`src/hdl/ptc_pkg.sv`:
```
// Shared types, widths and codes for the Peltier thermostat.
// No dependencies.
`default_nettype none

package ptc_pkg;

  localparam int TIME_W  = 32;
  localparam int TEMP_W  = 16;
  localparam int TOL_W   = 14;
  localparam int PWM_W   = 8;
  localparam int MODE_W  = 2;
  localparam int CIDX_W  = 3;
  localparam int CDATA_W = 32;
  // Thresholds carry two extra bits so target +/- tolerance never wraps
  localparam int THR_W   = TEMP_W + 2;

  // Stop band around the target: 0.10 degree in hundredths
  localparam logic [THR_W-1:0] STOP_BAND = THR_W'(10);
  localparam logic [PWM_W-1:0] FAN_FULL  = PWM_W'(255);

  // Reset values of the configuration registers
  localparam logic signed [TEMP_W-1:0] TARGET_RST   = TEMP_W'(2500);
  localparam logic [TOL_W-1:0]         TOL_RST      = TOL_W'(100);
  localparam logic [TIME_W-1:0]        COOLDOWN_RST = TIME_W'(30000);
  localparam logic [PWM_W-1:0]         MAIN_FAN_RST = PWM_W'(255);
  localparam logic [PWM_W-1:0]         AUX_FAN_RST  = PWM_W'(255);

  typedef enum logic [CIDX_W-1:0] {
    CFG_TARGET_TEMP = 3'd0,
    CFG_TOLERANCE   = 3'd1,
    CFG_COOLDOWN    = 3'd2,
    CFG_MAIN_FAN    = 3'd3,
    CFG_AUX_FAN     = 3'd4
  } cfg_idx_t;

  typedef enum logic [MODE_W-1:0] {
    MODE_IDLE  = 2'd0,
    MODE_HEAT  = 2'd1,
    MODE_COOL  = 2'd2,
    MODE_DELAY = 2'd3
  } mode_t;

  typedef struct packed {
    logic signed [TEMP_W-1:0] target_temp;
    logic [TOL_W-1:0]         tolerance;
    logic [TIME_W-1:0]        cooldown_ms;
    logic [PWM_W-1:0]         main_fan_speed;
    logic [PWM_W-1:0]         aux_fan_speed;
  } cfg_t;

  typedef struct packed {
    logic             heat_on;
    logic             cool_on;
    logic [PWM_W-1:0] fan_pwm;
    logic [PWM_W-1:0] aux_fan_pwm;
    mode_t            mode;
  } result_t;

endpackage

`default_nettype wire

```
`src/hdl/ptc_cfg_regs.sv`:
```
// Configuration register file for the thermostat.
// Depends on ptc_pkg.
`default_nettype none

module ptc_cfg_regs import ptc_pkg::*; (
  input  wire logic               clk,
  input  wire logic               rst,
  input  wire logic               cfg_we,
  input  wire logic [CIDX_W-1:0]  cfg_index,
  input  wire logic [CDATA_W-1:0] cfg_data,
  output cfg_t                    cfg
);

  // Register writes, indexes beyond the list are dropped
  always_ff @(posedge clk) begin
    if (rst) begin
      cfg.target_temp    <= TARGET_RST;
      cfg.tolerance      <= TOL_RST;
      cfg.cooldown_ms    <= COOLDOWN_RST;
      cfg.main_fan_speed <= MAIN_FAN_RST;
      cfg.aux_fan_speed  <= AUX_FAN_RST;
    end else if (cfg_we) begin
      unique case (cfg_index)
        CFG_TARGET_TEMP: cfg.target_temp    <= $signed(cfg_data[TEMP_W-1:0]);
        CFG_TOLERANCE:   cfg.tolerance      <= cfg_data[TOL_W-1:0];
        CFG_COOLDOWN:    cfg.cooldown_ms    <= cfg_data[TIME_W-1:0];
        CFG_MAIN_FAN:    cfg.main_fan_speed <= cfg_data[PWM_W-1:0];
        CFG_AUX_FAN:     cfg.aux_fan_speed  <= cfg_data[PWM_W-1:0];
        default: ;
      endcase
    end
  end

endmodule

`default_nettype wire

```
`src/hdl/ptc_ctrl.sv`:
```
// Thermostat control state and the per-tick decision logic.
// Depends on ptc_pkg.
`default_nettype none

module ptc_ctrl import ptc_pkg::*; (
  input  wire logic                     clk,
  input  wire logic                     rst,
  input  wire logic                     step,
  input  wire logic [TIME_W-1:0]        now_ms,
  input  wire logic signed [TEMP_W-1:0] current_temp,
  input  wire cfg_t                     cfg,
  output result_t                       res
);

  logic              heating, cooling, in_delay;
  logic [TIME_W-1:0] last_cool_switch, last_heat_switch;

  logic              heating_next, cooling_next, in_delay_next;
  logic [TIME_W-1:0] last_cool_switch_next, last_heat_switch_next;

  logic [TIME_W-1:0]       since_cool, since_heat;
  logic                    cool_young, heat_young, hold;
  logic signed [THR_W-1:0] temp_x, tgt_x, tol_x;
  logic signed [THR_W-1:0] heat_start_thr, cool_start_thr, heat_stop_thr, cool_stop_thr;
  logic                    want_heat, want_cool, stop_heat, stop_cool;
  logic                    heat_keep, cool_keep, start_heat, start_cool;
  logic                    cool_young_after, heat_young_after, fans_run, active;

  // Age of the last switches; both compares serve the delay check and the fans
  assign since_cool = now_ms - last_cool_switch;
  assign since_heat = now_ms - last_heat_switch;
  assign cool_young = since_cool < cfg.cooldown_ms;
  assign heat_young = since_heat < cfg.cooldown_ms;
  assign hold       = in_delay && (cool_young || heat_young);

  // Thresholds in widened signed arithmetic
  assign temp_x = THR_W'(current_temp);
  assign tgt_x  = THR_W'(cfg.target_temp);
  assign tol_x  = $signed({{(THR_W-TOL_W){1'b0}}, cfg.tolerance});
  assign heat_start_thr = tgt_x - tol_x;
  assign cool_start_thr = tgt_x + tol_x;
  assign heat_stop_thr  = tgt_x - $signed(STOP_BAND);
  assign cool_stop_thr  = tgt_x + $signed(STOP_BAND);

  assign want_heat = temp_x < heat_start_thr;
  assign want_cool = temp_x > cool_start_thr;

  // Stop near the target, heating has priority
  assign stop_heat = heating && (temp_x >= heat_stop_thr);
  assign stop_cool = !stop_heat && cooling && (temp_x <= cool_stop_thr);
  assign heat_keep = heating && !stop_heat;
  assign cool_keep = cooling && !stop_cool;

  // Start only from a state with no mode running
  assign start_heat = want_heat && !heat_keep && !cool_keep;
  assign start_cool = !start_heat && want_cool && !heat_keep && !cool_keep;

  // Next state
  always_comb begin
    heating_next          = heating;
    cooling_next          = cooling;
    in_delay_next         = in_delay;
    last_cool_switch_next = last_cool_switch;
    last_heat_switch_next = last_heat_switch;
    if (!hold) begin
      heating_next  = heat_keep || start_heat;
      cooling_next  = cool_keep || start_cool;
      in_delay_next = (stop_heat || stop_cool) && !start_heat && !start_cool;
      if (stop_heat || start_heat) last_heat_switch_next = now_ms;
      if (stop_cool || start_cool) last_cool_switch_next = now_ms;
    end
  end

  // A switch this tick makes its age zero: young unless cooldown is zero
  assign cool_young_after = (stop_cool || start_cool) ? (cfg.cooldown_ms != '0) : cool_young;
  assign heat_young_after = (stop_heat || start_heat) ? (cfg.cooldown_ms != '0) : heat_young;
  assign active   = heating_next || cooling_next;
  assign fans_run = active || cool_young_after || heat_young_after;

  // Result of this tick
  always_comb begin
    if (hold) begin
      res.heat_on     = 1'b0;
      res.cool_on     = 1'b0;
      res.fan_pwm     = FAN_FULL;
      res.aux_fan_pwm = '0;
      res.mode        = MODE_DELAY;
    end else begin
      res.heat_on     = heating_next;
      res.cool_on     = cooling_next;
      res.fan_pwm     = fans_run ? cfg.main_fan_speed : '0;
      res.aux_fan_pwm = active ? cfg.aux_fan_speed : '0;
      res.mode        = heating_next ? MODE_HEAT : (cooling_next ? MODE_COOL : MODE_IDLE);
    end
  end

  // State update on each tick that moves to the result register
  always_ff @(posedge clk) begin
    if (rst) begin
      heating          <= 1'b0;
      cooling          <= 1'b0;
      in_delay         <= 1'b1;
      last_cool_switch <= '0;
      last_heat_switch <= '0;
    end else if (step) begin
      heating          <= heating_next;
      cooling          <= cooling_next;
      in_delay         <= in_delay_next;
      last_cool_switch <= last_cool_switch_next;
      last_heat_switch <= last_heat_switch_next;
    end
  end

endmodule

`default_nettype wire

```
`src/hdl/peltier_thermostat_with_cooldown.sv`:
```
// Top level of the Peltier thermostat: input register, control, result register.
// Depends on ptc_pkg, ptc_cfg_regs and ptc_ctrl.
//
//   channel  | handshake                  | payload
//   ---------+----------------------------+-----------------------------------------
//   input    | in_valid / in_ready        | now_ms, current_temp
//   output   | out_valid / out_ready      | heat_on, cool_on, fan_pwm, aux_fan_pwm, mode
//   config   | cfg_we (no wait)           | cfg_index, cfg_data
//
// One request per cycle unless stalled; each passes input, then result register.
// The decision path is one 32-bit subtract and compare against the cooldown.
// Reset clears the mode flags and switch times and starts in the cooldown delay.
// A stalled output holds its result; the input register still takes one request.
`default_nettype none

module peltier_thermostat_with_cooldown import ptc_pkg::*; (
  input  wire logic                     clk,
  input  wire logic                     rst,
  input  wire logic                     in_valid,
  output logic                          in_ready,
  input  wire logic [TIME_W-1:0]        now_ms,
  input  wire logic signed [TEMP_W-1:0] current_temp,
  output logic                          out_valid,
  input  wire logic                     out_ready,
  output logic                          heat_on,
  output logic                          cool_on,
  output logic [PWM_W-1:0]              fan_pwm,
  output logic [PWM_W-1:0]              aux_fan_pwm,
  output logic [MODE_W-1:0]             mode,
  input  wire logic                     cfg_we,
  input  wire logic [CIDX_W-1:0]        cfg_index,
  input  wire logic [CDATA_W-1:0]       cfg_data
);

  cfg_t    cfg;
  result_t res;

  logic                     s1_valid;
  logic [TIME_W-1:0]        s1_now;
  logic signed [TEMP_W-1:0] s1_temp;
  logic                     out_free, step;

  ptc_cfg_regs u_cfg (
    .clk       (clk),
    .rst       (rst),
    .cfg_we    (cfg_we),
    .cfg_index (cfg_index),
    .cfg_data  (cfg_data),
    .cfg       (cfg)
  );

  ptc_ctrl u_ctrl (
    .clk          (clk),
    .rst          (rst),
    .step         (step),
    .now_ms       (s1_now),
    .current_temp (s1_temp),
    .cfg          (cfg),
    .res          (res)
  );

  // Flow control between input register and result register
  assign out_free = !out_valid || out_ready;
  assign step     = s1_valid && out_free;
  assign in_ready = !s1_valid || out_free;

  // Input register
  always_ff @(posedge clk) begin
    if (rst) begin
      s1_valid <= 1'b0;
    end else if (in_ready) begin
      s1_valid <= in_valid;
    end
  end

  always_ff @(posedge clk) begin
    if (in_ready && in_valid) begin
      s1_now  <= now_ms;
      s1_temp <= current_temp;
    end
  end

  // Result register
  always_ff @(posedge clk) begin
    if (rst) begin
      out_valid <= 1'b0;
    end else if (out_free) begin
      out_valid <= s1_valid;
    end
  end

  always_ff @(posedge clk) begin
    if (step) begin
      heat_on     <= res.heat_on;
      cool_on     <= res.cool_on;
      fan_pwm     <= res.fan_pwm;
      aux_fan_pwm <= res.aux_fan_pwm;
      mode        <= res.mode;
    end
  end

endmodule

`default_nettype wire

```
`config.mk`:
```
export PLATFORM = sky130hd
export DESIGN_NAME = peltier_thermostat_with_cooldown
export DESIGN_NICKNAME = d
export VERILOG_FILES = /design/src/hdl/ptc_pkg.sv /design/src/hdl/ptc_cfg_regs.sv /design/src/hdl/ptc_ctrl.sv /design/src/hdl/peltier_thermostat_with_cooldown.sv
export SDC_FILE = /design/constraint.sdc
export NUM_CORES = 1
export LEC_CHECK = 0
export ABC_CLOCK_PERIOD_IN_PS = 6700
export BUFFER_PORTS_ARGS = -buffer_cell sky130_fd_sc_hd__buf_2
export CAP_MARGIN = 30
export CORE_MARGIN = 1.5
export CORE_UTILIZATION = 46
export CTS_CLUSTER_SIZE = 24
export DETAILED_ROUTE_END_ITERATION = 7
export PLACE_DENSITY = 0.61
export SYNTH_ARGS = -nofsm -noshare
export SYNTH_HDL_FRONTEND = slang
export SYNTH_SLANG_ARGS = --single-unit
```
`constraint.sdc`:
```
create_clock -name clk -period 6.7 [get_ports clk]
set_input_delay 0.335 -clock clk [delete_from_list [all_inputs] [get_ports clk]]
set_output_delay 0.335 -clock clk [all_outputs]
set_load 0.02 [all_outputs]
```
==> results.md <==
- Status: complete, no violations
- Sw Share: 30.2%
- P_leak: 0.00759 µW
- First-pass GRT wire length: 62000 µm
- Post-synth EDFFs: 68
- Pint: 2740 µW
- Clock share of power: 37.4%
- Synth async-reset ratio: 0%
- Clk sink count: 215
- Share of post-route cells with drive strength above 1: 9.38%
- Antenna Cells: 0
- Hold Path Class: in -> reg
- # IOs: 110
- Max incr delay on CP: 0.95 ns
- Wirelength per Cell: 16.3 µm
- Clock slew at reported path FFs: 0.06 ns
- Slew headroom: 23.6%
- CTS tree: done
- DRC: 0
- Cell mode on critical path: a21oi_1
- Die footprint: 34600 µm²
- DRT Wirelength: 38900 µm
- Count of pins over their slew limit: 0
- YS warnings: 0
- DR pass1 iterations: 7
- Comb pwr share: 24.9%
- Worst endpoint required time: 7.10 ns
- Primary FF master, synth: dfxtp_1
- Hold depth: 3
- Post-synthesis sequential area ratio: 32.4%
- Sequential share of power: 37.7%
- Via count: 12632
- Antenna viol nets, final: 0
- Post-layout util: 54.4%
- Yosys cell types: 71
- Fin Setup TNS: 0 ns
- Initial antenna violation count: 0
- Vias in the first global route: 12220
- FF+latch area: 4980 µm²
- Maximum vdd drop: 0.181 mV
- Gpl congestion: 0.909
- Buffers added on ports: 109
- P&R area growth vs syn: 15.5%
- Cts bufs inserted: 26
- Clock Skew: 0.0177 ns
- Syn_nets: 2083
- Initial Util: 47.1%
- Worst reg-to-reg path cell count: 25
- Syn avg cell area: 8.68 µm²
- Total track usage: 22.7%
- Iteration-0 DRC Markers: 602
- Multi-input logic area: 9560 µm²
- Worst-Margin Slew: 1.13 ns
- Crit Path Category: reg -> reg
- Die Width: 186 µm
- RSZ-0062 raised after global routing: no
- Final period util: 94.4%
- Max Root-Sink Buffers: 3
- Pin count of the biggest net entering global routing: 85
- Fin. Hold Viols: 0
- GRT Residual Overflow: 0
- Worst-path fanout max: 32
- Worst endpoint data arrival time: 6.73 ns
- Die Ht: 186 µm
- Fill cell count: 3115
- Max-cap viol count: 0
- Skew-Pair Late Insertion Delay: 0.56 ns
- Synth top area share: 19.1%
- Tmin final: 6.32 ns
- Layout Nets: 2231
- Worst path slowest cell: nor4b_1
- Achievable Freq: 158 MHz
- Mapped cell area: 15400 µm²
- Mapped Cells: 1772
- CTS H-tree lvls: 1
- Endpoint class of the critical path: flop
- Setup repair bufs after CTS: 0
- Critical path startpoint category: flop
- CTS Root Cell: clkbuf_16
- P_sw: 1180 µW
- Core area: 32700 µm²
- Leading area contributor after synthesis: dfxtp_1
- Rows: 66
- HPWL after DPL: 29500 µm
- Setup-failing EPs final: 0
- Seq cells post-synth: 215
- Cell Pwr Density: 220 nW/µm²
- Vias per cell: 5.30
- Synth area leaders: dfxtp_1, ha_1, edfxtp_1, nand2_1, a21oi_1
[path summary, 6_finish.rpt]
path / slack [ns] / end / from
min: 0.03 / u_cfg.cfg[45] / cfg_data[29]
max reg2reg: 0.38 / u_ctrl.last_heat_switch[16] / s1_now[0]
max: 0.38 / u_ctrl.last_heat_switch[16] / s1_now[0]
min reg2reg: 0.46 / u_cfg.cfg[3] / u_cfg.cfg[3]
[cell families (layout without fill, tap and decap cells)]
kind of cell	count (synthesis)	after routing	share of synthesized area (%)
xor gates and xnor gates	103	103	5.86
AOI/OAI and AO/OA	393	393	16.4
adders and majority gates	223	223	18.3
DFF	215	215	32.4
and+or+nand+nor	557	557	17.0
buffers and inverters	214	382	5.56
muxes	67	67	4.37
[routing by layer]
| metal | GRT usage [%] | wire length, µm |
|---|---|---|
| met1 | 29.4 | 18400 |
| met3 | 2.72 | 1500 |
| met4 | 5.39 | 806 |
| met5 | 0 | 0 |
| met2 | 39.9 | 18300 |
[synth_stat cells (8+ instances only)]
cell type	n
a211o_1	8
a211oi_1	12
a21o_1	61
a21oi_1	151
and2_1	15
and3_1	9
clkbuf_1	43
dfxtp_1	147
edfxtp_1	68
ha_1	219
inv_1	160
mux2i_1	65
nand2_1	204
nand2b_1	16
nand3_1	26
nand3b_1	28
nand4_1	25
nor2_1	152
nor2b_1	16
nor3_1	21
nor4_1	19
o21a_1	21
o21ai_0	56
o21bai_1	17
xnor2_1	78
xor2_1	25
[per-stage QoR]
step                      std cells  setup slack [ns]  area (µm²)  power [µW]  hold slack, ns
final                          2382             0.375       17800        3920          0.0255
after detailed placement       2277             0.340       16300        2450           0.452
after floorplan                1772              1.62       15400        2200           0.432
after global routing           2382           0.00827       17800        4140          0.0151
after CTS                      2382             0.271       17800        3960        0.000614
after global placement         2277             0.572       16300        2430           0.446
[placed cells by master (no fill, tap or decap), types with 17 or more instances in the layout]
master,n
nand3b_1,28
nor3_1,21
clkbuf_16,27
mux2i_1,65
xnor2_1,78
ha_1,219
nand3_1,26
o21a_1,21
a21o_1,61
a21oi_1,151
nand2_1,204
xor2_1,25
nor4_1,19
o21bai_1,17
dlygate4sd3_1,57
nand4_1,25
o21ai_0,56
edfxtp_1,68
dfxtp_1,147
nor2_1,152
inv_1,160
buf_2,108
[timing repair]
| action | 4_1_cts | 5_1_grt |
|---|---|---|
| gates resized for setup | 0 | 2 |
| setup endpoints to repair | 0 | 48 |
| hold buffers | 57 | 0 |
| endpoints found under the hold margin | 57 | 0 |
[power by group through the flow]
stage | Sequential, µW | Clock (µW) | Combinational (µW)
after floorplan | 1500 | 0 | 700
after global placement | 1500 | 0 | 926
after detailed placement | 1510 | 0 | 942
after CTS | 1480 | 1510 | 973
after global routing | 1490 | 1550 | 1100
final | 1480 | 1470 | 974
[flip-flops by register name (all words and copies together), names as in the netlist]
| signal | cells |
|---|---|
| s1_now | 32 |
| s1_temp | 16 |
| fan_pwm | 8 |
| mode | 2 |
| u_ctrl.cooling | 1 |
| u_ctrl.in_delay | 1 |
| u_ctrl.heating | 1 |
| s1_valid | 1 |
| heat_on | 1 |
| out_valid | 1 |
| aux_fan_pwm | 8 |
| u_ctrl.last_cool_switch | 32 |
| u_ctrl.last_heat_switch | 32 |
| u_cfg.cfg | 78 |
| cool_on | 1 |
[worst max-delay path: cells and delay by family, from the launching register on]
kind | cells | cell delay (ns)
DFF | 1 | 0.40
adders and majority gates | 3 | 0.83
muxes | 1 | 0.27
AOI/OAI and AO/OA | 9 | 2.09
and+or+nand+nor | 8 | 1.97
buffers and inverters | 3 | 0.44
xor gates and xnor gates | 1 | 0.15
[area by class of cell]
| cell class | instances | share of cell area (%) |
|---|---|---|
| clock buffer | 38 | 4.14 |
| clock inverter | 10 | 0.788 |
| inverter | 160 | 3.38 |
| multi-input combinational | 1343 | 53.8 |
| sequential | 215 | 28.0 |
| tap | 442 | 3.11 |
| timing repair buffer | 174 | 6.77 |
(Power assumes the default switching activity.)
